==> src/design/ksda_pkg.sv <==
`timescale 1ns / 1ps

package ksda_pkg;

	localparam int FRAC_BITS = 16;
	localparam int VAL_W     = FRAC_BITS + 1;
	localparam int COUNT_W   = 16;
	localparam int STEP_W    = $clog2(FRAC_BITS);
	localparam int MODE_W    = 2;
	localparam int CFG_IDX_W = 1;
	localparam int CFG_DATA_W = 16;

	localparam logic [VAL_W-1:0]   ONE_VAL   = {1'b1, {FRAC_BITS{1'b0}}};
	localparam logic [COUNT_W-1:0] COUNT_MAX = {COUNT_W{1'b1}};

	localparam logic [MODE_W-1:0] MODE_POINT        = 2'd0;
	localparam logic [MODE_W-1:0] MODE_GROUPED      = 2'd1;
	localparam logic [MODE_W-1:0] MODE_GROUPED_PREV = 2'd2;

	localparam logic [CFG_IDX_W-1:0] CFG_MODE  = 1'd0;
	localparam logic [CFG_IDX_W-1:0] CFG_TOTAL = 1'd1;

	typedef struct packed {
		logic [VAL_W-1:0]   cdf_value;
		logic [COUNT_W-1:0] item_count;
		logic               last;
	} in_item_t;

	typedef struct packed {
		logic [VAL_W-1:0] dist_plus;
		logic [VAL_W-1:0] dist_minus;
		logic [VAL_W-1:0] dist_max;
	} out_item_t;

	typedef struct packed {
		logic load;
		logic div_step;
		logic update;
	} ksda_cmd_t;

	typedef struct packed {
		logic last;
		logic out_busy;
	} ksda_sts_t;

endpackage

==> src/design/ksda_ctrl.sv <==
`timescale 1ns / 1ps

module ksda_ctrl
	import ksda_pkg::*;
(
	input  logic      clk,
	input  logic      arst_n,
	input  logic      in_valid,
	output logic      in_stall,
	input  ksda_sts_t sts,
	output ksda_cmd_t cmd
);

	localparam logic [1:0] ST_IDLE = 2'd0;
	localparam logic [1:0] ST_DIV  = 2'd1;
	localparam logic [1:0] ST_UPD  = 2'd2;

	localparam logic [STEP_W-1:0] STEP_LAST = STEP_W'(FRAC_BITS - 1);

	logic [1:0]        state_q;
	logic [STEP_W-1:0] step_q;
	logic              accept;
	logic              upd_go;

	assign in_stall = (state_q != ST_IDLE);
	assign accept   = in_valid && !in_stall;
	assign upd_go   = (state_q == ST_UPD) && !(sts.last && sts.out_busy);

	always_comb begin
		cmd.load     = accept;
		cmd.div_step = (state_q == ST_DIV);
		cmd.update   = upd_go;
	end

	always_ff @(posedge clk or negedge arst_n) begin
		if (!arst_n) begin
			state_q <= ST_IDLE;
			step_q  <= '0;
		end else begin
			unique case (state_q)
				ST_IDLE: begin
					if (accept) begin
						state_q <= ST_DIV;
						step_q  <= '0;
					end
				end
				ST_DIV: begin
					if (step_q == STEP_LAST) begin
						state_q <= ST_UPD;
					end else begin
						step_q <= step_q + 1'b1;
					end
				end
				ST_UPD: begin
					if (upd_go) begin
						state_q <= ST_IDLE;
					end
				end
				default: begin
					state_q <= ST_IDLE;
				end
			endcase
		end
	end

	// An accepted item always starts a fresh division.
	a_accept_starts_div: assert property (@(posedge clk) disable iff (!arst_n)
		accept |=> (state_q == ST_DIV) && (step_q == '0))
		else $error("accepted item did not start the divider");

	a_div_ends_in_update: assert property (@(posedge clk) disable iff (!arst_n)
		(state_q == ST_DIV) && (step_q == STEP_LAST) |=> (state_q == ST_UPD))
		else $error("divider did not hand over to the update step");

	a_update_returns_idle: assert property (@(posedge clk) disable iff (!arst_n)
		upd_go |=> (state_q == ST_IDLE))
		else $error("update step did not return to idle");

	a_no_update_on_busy: assert property (@(posedge clk) disable iff (!arst_n)
		(sts.last && sts.out_busy) |-> !cmd.update)
		else $error("final item updated while the output register was held");

endmodule

==> src/design/ksda_datapath.sv <==
`timescale 1ns / 1ps

module ksda_datapath
	import ksda_pkg::*;
(
	input  logic               clk,
	input  logic               arst_n,
	input  ksda_cmd_t          cmd,
	output ksda_sts_t          sts,
	input  in_item_t           in_data,
	input  logic [MODE_W-1:0]  mode,
	input  logic [COUNT_W-1:0] total_count,
	output logic               out_valid,
	input  logic               out_stall,
	output out_item_t          out_data
);

	logic [COUNT_W-1:0]   running_q;
	logic [VAL_W-1:0]     prev_q;
	logic [VAL_W-1:0]     max_plus_q;
	logic [VAL_W-1:0]     max_minus_q;
	logic                 out_valid_q;
	out_item_t            out_data_q;

	logic [VAL_W-1:0]     f_q;
	logic [COUNT_W-1:0]   n_q;
	logic [COUNT_W-1:0]   rem_q;
	logic [FRAC_BITS-1:0] quo_q;
	logic                 sat_q;
	logic                 last_q;
	logic                 use_prev_q;

	logic [VAL_W-1:0]     cdf_sat;
	logic [COUNT_W-1:0]   cnt_eff;
	logic [COUNT_W:0]     cnt_sum;
	logic [COUNT_W-1:0]   rc_new;
	logic [COUNT_W-1:0]   n_eff;
	logic [COUNT_W:0]     two_r;
	logic [COUNT_W:0]     two_r_sub;
	logic                 r_ge;
	logic [VAL_W-1:0]     e_val;
	logic [VAL_W-1:0]     ref_minus;
	logic [VAL_W-1:0]     diff_plus;
	logic [VAL_W-1:0]     diff_minus;
	logic [VAL_W-1:0]     plus_new;
	logic [VAL_W-1:0]     minus_new;
	logic [VAL_W-1:0]     max_new;

	always_comb begin
		cdf_sat = (in_data.cdf_value > ONE_VAL) ? ONE_VAL : in_data.cdf_value;
		cnt_eff = (mode == MODE_POINT) ? COUNT_W'(1) : in_data.item_count;
		cnt_sum = {1'b0, running_q} + {1'b0, cnt_eff};
		rc_new  = cnt_sum[COUNT_W] ? COUNT_MAX : cnt_sum[COUNT_W-1:0];
		n_eff   = (total_count == '0) ? COUNT_W'(1) : total_count;

		two_r     = {rem_q, 1'b0};
		two_r_sub = two_r - {1'b0, n_q};
		r_ge      = (two_r >= {1'b0, n_q});

		e_val      = sat_q ? ONE_VAL : {1'b0, quo_q};
		ref_minus  = use_prev_q ? prev_q : e_val;
		diff_plus  = e_val - f_q;
		diff_minus = f_q - ref_minus;
		plus_new   = ((e_val > f_q) && (diff_plus > max_plus_q)) ? diff_plus : max_plus_q;
		minus_new  = ((f_q > ref_minus) && (diff_minus > max_minus_q)) ?
			diff_minus : max_minus_q;
		max_new    = (plus_new > minus_new) ? plus_new : minus_new;
	end

	always_ff @(posedge clk or negedge arst_n) begin
		if (!arst_n) begin
			running_q   <= '0;
			prev_q      <= '0;
			max_plus_q  <= '0;
			max_minus_q <= '0;
			out_valid_q <= 1'b0;
		end else begin
			if (cmd.load) begin
				running_q <= rc_new;
			end
			if (cmd.update) begin
				if (last_q) begin
					running_q   <= '0;
					prev_q      <= '0;
					max_plus_q  <= '0;
					max_minus_q <= '0;
				end else begin
					prev_q      <= e_val;
					max_plus_q  <= plus_new;
					max_minus_q <= minus_new;
				end
			end
			if (cmd.update && last_q) begin
				out_valid_q <= 1'b1;
			end else if (out_valid_q && !out_stall) begin
				out_valid_q <= 1'b0;
			end
		end
	end

	always_ff @(posedge clk) begin
		if (cmd.load) begin
			f_q        <= cdf_sat;
			n_q        <= n_eff;
			rem_q      <= rc_new;
			sat_q      <= (rc_new >= n_eff);
			last_q     <= in_data.last;
			use_prev_q <= (mode == MODE_POINT) || (mode == MODE_GROUPED_PREV);
		end else if (cmd.div_step) begin
			rem_q <= r_ge ? two_r_sub[COUNT_W-1:0] : two_r[COUNT_W-1:0];
			quo_q <= {quo_q[FRAC_BITS-2:0], r_ge};
		end
		if (cmd.update && last_q) begin
			out_data_q.dist_plus  <= plus_new;
			out_data_q.dist_minus <= minus_new;
			out_data_q.dist_max   <= max_new;
		end
	end

	assign sts.last     = last_q;
	assign sts.out_busy = out_valid_q && out_stall;
	assign out_valid    = out_valid_q;
	assign out_data     = out_data_q;

endmodule

==> src/design/ks_distance_accumulator_unit.sv <==
`timescale 1ns / 1ps

// Kolmogorov-Smirnov distance accumulator.
// Each input item carries the model CDF value of the next sorted sample or bin,
// its sample count and a last flag; the block tracks D+ and D- over the run.
// Configuration is written through cfg_valid/cfg_ready with cfg_index 0 for the
// mode and 1 for the total sample count; cfg_ready is always high, and writes
// are expected only while no item is in flight.
// An item is accepted when in_valid is high and in_stall is low. Each item
// then passes through the bit-serial restoring divider that forms the empirical
// fraction and then through an update step; in_stall stays high from acceptance
// until that update step completes.
// Only an item with last set produces a result. out_valid rises at the edge
// that ends the update step. The run state then clears for the next run.
// The result waits in the output register while out_stall is high; a further
// item is still accepted and processed, and only a following last item holds
// in its update step until the waiting result has been taken.
// Reset sets mode 0, total count 1 and clears all run state and out_valid.

module ks_distance_accumulator_unit
	import ksda_pkg::*;
(
	input  logic                  clk,
	input  logic                  arst_n,
	input  logic                  in_valid,
	output logic                  in_stall,
	input  in_item_t              in_data,
	output logic                  out_valid,
	input  logic                  out_stall,
	output out_item_t             out_data,
	input  logic                  cfg_valid,
	output logic                  cfg_ready,
	input  logic [CFG_IDX_W-1:0]  cfg_index,
	input  logic [CFG_DATA_W-1:0] cfg_data
);

	logic [MODE_W-1:0]  mode_q;
	logic [COUNT_W-1:0] total_q;
	ksda_cmd_t          cmd;
	ksda_sts_t          sts;

	assign cfg_ready = 1'b1;

	always_ff @(posedge clk or negedge arst_n) begin
		if (!arst_n) begin
			mode_q  <= MODE_POINT;
			total_q <= COUNT_W'(1);
		end else if (cfg_valid && cfg_ready) begin
			unique case (cfg_index)
				CFG_MODE:  mode_q  <= cfg_data[MODE_W-1:0];
				CFG_TOTAL: total_q <= cfg_data[COUNT_W-1:0];
				default:   mode_q  <= mode_q;
			endcase
		end
	end

	ksda_ctrl u_ctrl (
		.clk      (clk),
		.arst_n   (arst_n),
		.in_valid (in_valid),
		.in_stall (in_stall),
		.sts      (sts),
		.cmd      (cmd)
	);

	ksda_datapath u_datapath (
		.clk         (clk),
		.arst_n      (arst_n),
		.cmd         (cmd),
		.sts         (sts),
		.in_data     (in_data),
		.mode        (mode_q),
		.total_count (total_q),
		.out_valid   (out_valid),
		.out_stall   (out_stall),
		.out_data    (out_data)
	);

endmodule
==> config.mk <==
export PLATFORM = sky130hd
export DESIGN_NAME = ks_distance_accumulator_unit
export DESIGN_NICKNAME = d
export VERILOG_FILES = /design/src/design/ksda_pkg.sv /design/src/design/ksda_ctrl.sv /design/src/design/ksda_datapath.sv /design/src/design/ks_distance_accumulator_unit.sv
export SDC_FILE = /design/constraint.sdc
export NUM_CORES = 1
export LEC_CHECK = 0
export BUFFER_PORTS_ARGS = -buffer_cell sky130_fd_sc_hd__buf_2
export CAP_MARGIN = 25
export CORE_UTILIZATION = 61
export CTS_CLUSTER_SIZE = 14
export DETAILED_ROUTE_END_ITERATION = 10
export GPL_TIMING_DRIVEN = 0
export MAX_ROUTING_LAYER = met4
export PLACE_DENSITY_LB_ADDON = 0.15
export SLEW_MARGIN = 20
export SYNTH_ARGS = -nofsm -noshare
export SYNTH_HDL_FRONTEND = slang
export SYNTH_HIERARCHICAL = 1
export SYNTH_SLANG_ARGS = --single-unit
==> constraint.sdc <==
create_clock -name clk -period 8.9 [get_ports clk]
set_clock_uncertainty 0.15 [all_clocks]
set_input_delay 0.89 -clock clk [delete_from_list [all_inputs] [get_ports clk]]
set_output_delay 0.89 -clock clk [all_outputs]
set_load 0.02 [all_outputs]
* Yosys cells after proc, flatten, opt, wreduce, memory -nomap -nowiden
Cells that the tools add are included.
** Word-level totals
- Register bits :: 211
- Word-level logic and storage cells :: 92
- Output and inout port bits :: 54
- Input bits :: 56
** Cells by class
- Add/subtract/negate cells :: 5
- Bitwise operators :: 2
- Reduce and logical (&&, ||, !) cells :: 24
- Equality and inequality tests :: 8
- Multiplexer cells :: 26
- $lt $le $gt $ge :: 8
** Operator list (number)
- 16-bit two-way mux :: 9
- 17-bit two-way mux :: 8
- 17-bit greater-than comparator :: 5
- 17-bit subtractor :: 2
- 16-bit by 16-bit adder with 17-bit output :: 1
- 17-bit by 16-bit >= comparator with 1-bit output :: 1
- 17-bit greater-than comparator (second input constant) :: 1
- 16-bit >= comparator :: 1
- 16-bit logical NOT :: 1
- 16-bit subtractor :: 1
- 1-bit logical AND :: 8
- 4-bit two-way mux :: 2
- 4-bit one-hot mux with 2 select lines :: 1
- 2-bit nonzero test :: 4
- 2-bit two-way mux :: 3
- 2-bit by 1-bit inequality test with 1-bit output (second input constant) :: 3
- 2-bit one-hot mux with 3 select lines :: 1
- 2-bit AND reduction :: 3
- 3-bit AND reduction :: 2
- 4-bit by 1-bit adder with 4-bit output (second input constant) :: 1
- 2-bit == test (second input constant) :: 2
- 4-bit == test (second input constant) :: 1
- 2-bit logical NOT :: 2
- 1-bit logical NOT :: 3
- 5 further kinds :: 7

* Depth between registers and ports, before layout
- Depth in word-level cells :: 8
- Mapped depth :: 36
- Depth with buffers taken out :: 31

* By module
The synthesis kept the hierarchy.
** By module, submodules not included
- ksda_datapath :: area an instance 12597.1 µm², sequential area each 5275.1 µm², instances 1, cells each 1296
- ks_distance_accumulator_unit :: area an instance 726.9 µm², sequential area each 451.7 µm², instances 1, cells each 41
- ksda_ctrl :: area an instance 326.6 µm², sequential area each 150.1 µm², instances 1, cells each 36

* Least setup slack after synthesis
OpenSTA, ideal clock, no wires.
- Path type :: flip-flop to flip-flop
- Start :: register u_datapath.sat_q
- End :: register u_datapath.out_data_q, in the netlist u_datapath/out_data[10], data pin
- Cell stages (with the launch flop) :: 36
- Path slack :: 1.931 ns
- Setup time :: 0.271 ns
- Period minus slack after synthesis :: 6.969 ns
- Path buffers :: 6
- Arrival :: 6.548 ns
- Cells stage by stage :: edfxtp_1 clkbuf_1 clkbuf_1 nand2b_1 o21ai_0 ha_1 fa_1 nor2b_1 o21a_1 o21ai_0 a21o_1 a211o_1 nand3b_1 a221oi_1 xnor2_1 ha_1 nand4_1 nor4_1 a311oi_1 o211ai_1 buf_4 buf_1 mux2i_1 ha_1 a21o_1 a21o_1 a21oi_1 o21ai_0 a21o_1 a21oi_1 o2111ai_1 o22ai_2 a41o_1 buf_6 buf_6 mux2i_1
** Between the ends
- Cells in the longest elaborated chain, start to end :: 8
- Elaborated cells between the ends (all ways) :: 14
- Those cells by class :: 2 x add/sub; 5 x order compare; 5 x mux; 2 x reduce/logical
** Ends and longest elaborated chain
- from (decl) :: line ksda_datapath.sv:29 : logic sat_q;
- from (signal assigned) :: line ksda_datapath.sv:106 : sat_q <= (rc_new >= n_eff);
- 17-bit two-way mux (*) :: line ksda_datapath.sv:60 : e_val = sat_q ? ONE_VAL : {1'b0, quo_q};
- 17-bit two-way mux :: line ksda_datapath.sv:61 : ref_minus = use_prev_q ? prev_q : e_val;
- 17-bit subtractor :: line ksda_datapath.sv:63 : diff_minus = f_q - ref_minus;
- 17-bit greater-than comparator :: line ksda_datapath.sv:65 : minus_new = ((f_q > ref_minus) && (diff_minus > max_minus_q)) ?
- 1-bit logical AND :: line ksda_datapath.sv:65
- 17-bit two-way mux :: line ksda_datapath.sv:65
- 17-bit greater-than comparator :: line ksda_datapath.sv:67 : max_new = (plus_new > minus_new) ? plus_new : minus_new;
- 17-bit two-way mux (*) :: line ksda_datapath.sv:67
- via u_datapath.max_new[10] :: line ksda_datapath.sv:47 : logic [VAL_W-1:0] max_new;
- to (decl) :: line ksda_datapath.sv:23 : out_item_t out_data_q;
The timed path passes the listed nets; every way through them passes the cells marked *.
A chain may end at the register's enable or synchronous reset.

* Worst setup path after layout
- Start :: register u_datapath.sat_q
- End :: register u_datapath.out_data_q, in the netlist u_datapath/out_data[6], data pin
** Between the ends
- Elaborated cells between the ends (all ways) :: 14
- Those cells by class :: 2 x add/sub; 5 x order compare; 5 x mux; 2 x reduce/logical
** RTL lines
- 17-bit two-way mux (*) :: line ksda_datapath.sv:60
- 17-bit subtractor :: line ksda_datapath.sv:62 : diff_plus = e_val - f_q;
- 17-bit greater-than comparator :: line ksda_datapath.sv:64 : plus_new = ((e_val > f_q) && (diff_plus > max_plus_q)) ? diff_plus : max_plus_q;
- 1-bit logical AND :: line ksda_datapath.sv:64
- 17-bit two-way mux (*) :: line ksda_datapath.sv:64
- via u_datapath.plus_new[14] :: line ksda_datapath.sv:45 : logic [VAL_W-1:0] plus_new;
- 17-bit greater-than comparator (*) :: line ksda_datapath.sv:67
- 17-bit two-way mux (*) :: line ksda_datapath.sv:67
- via u_datapath.max_new[6] :: line ksda_datapath.sv:47
Marked as above.

==> results_dict.tcl <==
set metrics [dict create \
    status "completed" \
    criticalPathCategory "reg2reg" \
    finalSetupViolations 0 \
    required_ps 9100 \
    area_growth_pct 12.3 \
    totalPowerFinal_mw 5.54 \
    worst_slew_pin_slew_ps 769 \
    cp-start-kind "register" \
    first_pass_grt_wire_length_um 51800 \
    cts_hold_repair.buffers 0 \
    grt_antenna_before_repair 0 \
    highest_layer "met4" \
    layout_common_cells "sky130_fd_sc_hd__inv_1, sky130_fd_sc_hd__ha_1, sky130_fd_sc_hd__edfxtp_1, sky130_fd_sc_hd__buf_2, sky130_fd_sc_hd__dfrtp_1" \
    dieHeight_um 152 \
    setup.worst_path.end_class "register" \
    std_cell_rows 54 \
    cp_top_family "compound AO/OA/AOI/OAI gates" \
    cts.sinks 211 \
    postCtsSetupBuffers 0 \
    synthesis.area_um2 13700 \
    ys_seq_area_frac 0.431 \
    io_buffers 108 \
    worst_slack_ps 511 \
    synth_cell_type_count 82 \
    detailedPlacementHpwl_um 25200 \
    num_antenna_cells 0 \
    vias_in_the_first_global_route 9878 \
    report.final.slew_viol_count 0 \
    seq_area_um2 5880 \
    initial_utilization 0.624 \
    insertion_delay_ps 520 \
    fmaxAchievable_ghz 0.119 \
    unrepaired_setup_endpoints_after_global_routing "no" \
    synth_async_sr_flop_share 0.436 \
    pre_cts_ws_ps 41.5 \
    p_per_area_nw_per_um2 361 \
    min_period_over_period 0.943 \
    crit_path_arrival_time_ps 8590 \
    vdd_ir_drop_max_mv 0.179 \
    synth_fp_nets 1563 \
    design.die.area_um2 23000 \
    detail_route.wl_per_cell_um 18.4 \
    cap_violations 0 \
    drcViolationCount 0 \
    p_leak_nw 7.21 \
    final-hold-violation-count 0 \
    crit_fanout 15 \
    holdCritPathClass "in2async" \
    fillCellCount 1724 \
    grt_overflow_total 0 \
    count_of_buffer_and_inverter_cells_on_the_critical_path 8 \
    wl_met2_um 14500 \
    ys_ff_latch 211 \
    finalHoldWorstSlack_ps 151 \
    cts_root_buffer "sky130_fd_sc_hd__clkbuf_16" \
    cts_tree "done" \
    yosys_synthesis_warning_count 6 \
    post_drt_via_cell_ratio 5.87 \
    crit_path_top_delay_cell "sky130_fd_sc_hd__edfxtp_1" \
    synth_enable_flop_cells 119 \
    fin_nets 1697 \
    routed_length_on_met3_um 2600 \
    routed-via-count 10588 \
    clock_path_buffers 3 \
    grt_start_max_net_pins 52 \
    critPathMaxStageDelay_ps 620 \
    gp_congestion 0.940 \
    synth_flop_type "sky130_fd_sc_hd__edfxtp_1" \
    core_area_um2 21900 \
    cts.reportedPaths.clkPinSlew_ps 60 \
    layout_min_cycle_time_ps 8390 \
    io_pins 110 \
    htree_levels 1 \
    met1_length_um 15400 \
    synthesis.instances 1373 \
    multiInputGateArea_um2 6820 \
    setup_total_negative_slack_ps 0 \
    post_cts_resized 1 \
    mostFrequentLayoutCell "sky130_fd_sc_hd__inv_1" \
    relSlewSlack 0.480 \
    wl_um 33300 \
    drt_first_pass_iters 7 \
    groute.usage.overall 0.303 \
    detail_route.iter0.violations 867 \
    numCtsBuffers 23 \
    avg_inst_size_synth_um2 9.94 \
    drive_gt1_frac 0.135 \
    die_width_um 152 \
    antenna_violating_nets_post_route 0 \
]
[logic make-up after synthesis]
family,share of synthesized area
compound gates,0.157
other cells,0.000275
buf+inv,0.0711
xor+xnor,0.0346
mux,0.0610
simple gates,0.120
fa+ha+maj,0.125
flops,0.431
[routing by layer]
metal  track usage  up-vias
li1              -     5132
met1         0.434     4986
met2         0.450      415
met3        0.0434       55
met4        0.0861        0
met5             -        -
[synthesized netlist by cell type, drive strengths merged, types with 3 or more instances]
cell,count,area (um2)
inv,184,691
ha,130,1630
edfxtp,119,3570
a21oi,91,459
dfrtp,91,2280
nor2,81,304
nand2,63,239
o21ai,62,310
mux2i,58,581
o22ai,52,332
clkbuf,46,173
nor2b,43,269
xnor2,40,350
a21o,31,233
nand2b,29,184
nand3,20,100
mux2,19,251
nor3,19,95.1
o21a,16,120
buf,15,108
xor2,14,123
nand4,13,81.3
a211oi,11,87.6
nor4,11,68.8
or2,11,68.8
and3,7,48.8
a211o,6,52.6
a31oi,6,37.5
and2,6,40.0
o211ai,6,55.1
or3,6,37.5
a21boi,5,37.5
a31o,5,43.8
and4,5,46.3
fa,4,80.1
nor3b,4,30.0
o2111ai,4,52.6
a221oi,3,26.3
o21bai,3,22.5
o311a,3,30.0
o31ai,3,27.5
[path summary, 6_finish.rpt]
path / startpoint / endpoint / slack, ps / cells past startpoint
worst min-delay path: arst_n / u_ctrl/step_q[1]$_DFFE_PN0P_ / 150 / 1
worst max-delay path: u_datapath/sat_q$_DFFE_PP_ / u_datapath/out_data[6]$_DFFE_PP_ / 510 / 33
worst min register to register: u_datapath/quo_q[13]$_DFFE_PP_ / u_datapath/quo_q[14]$_DFFE_PP_ / 300 / 0
max in group asynchronous: arst_n / u_datapath/max_plus_q[0]$_DFFE_PN0P_ / 7850 / 2
worst max register to register: u_datapath/sat_q$_DFFE_PP_ / u_datapath/out_data[6]$_DFFE_PP_ / 510 / 33
min in group clk: u_datapath/quo_q[13]$_DFFE_PP_ / u_datapath/quo_q[14]$_DFFE_PP_ / 300 / 0
[flip-flops by register name (all words and copies together), names as in the netlist]
register                cells
u_datapath/last_q           1
u_datapath/rem_q           16
u_datapath/use_prev_q       1
u_ctrl/step_q               4
u_datapath/prev_q          17
u_datapath/max_plus_q      17
u_datapath/max_minus_q     17
u_datapath/running_q       16
mode_q                      2
u_datapath/sat_q            1
u_datapath/out_valid        1
u_datapath/f_q             17
u_ctrl/state_q              2
u_datapath/quo_q           16
u_datapath/n_q             16
u_datapath/out_data        51
total_q                    16
[power by group]
| part | total, mW | leakage, nW | switching (mW) | internal (mW) |
|---|---|---|---|---|
| Sequential | 1.50 | 2.27 | 0.143 | 1.36 |
| Combinational | 3.12 | 4.59 | 1.83 | 1.30 |
| Clock | 0.918 | 0.350 | 0.394 | 0.525 |
[stage by stage]
stage          instance area (um2)   util  std cells
4_1_cts                      15300  0.700       1806
5_1_grt                      15300  0.701       1804
6_report                     15300  0.701       1804
2_1_floorplan                13700      -       1373
3_5_place_dp                 14600  0.668       1764
3_3_place_gp                 14500  0.664       1761
[final cells by class]
cell class / count / share of cell area
tap: 280 / 0.0228
inverter: 184 / 0.0450
clock buffer: 33 / 0.0413
buffer: 59 / 0.0179
sequential: 211 / 0.383
multi-input combinational: 917 / 0.444
clock inverter: 9 / 0.00498
timing repair buffer: 111 / 0.0402
Power figures use the tool's default switching activity.
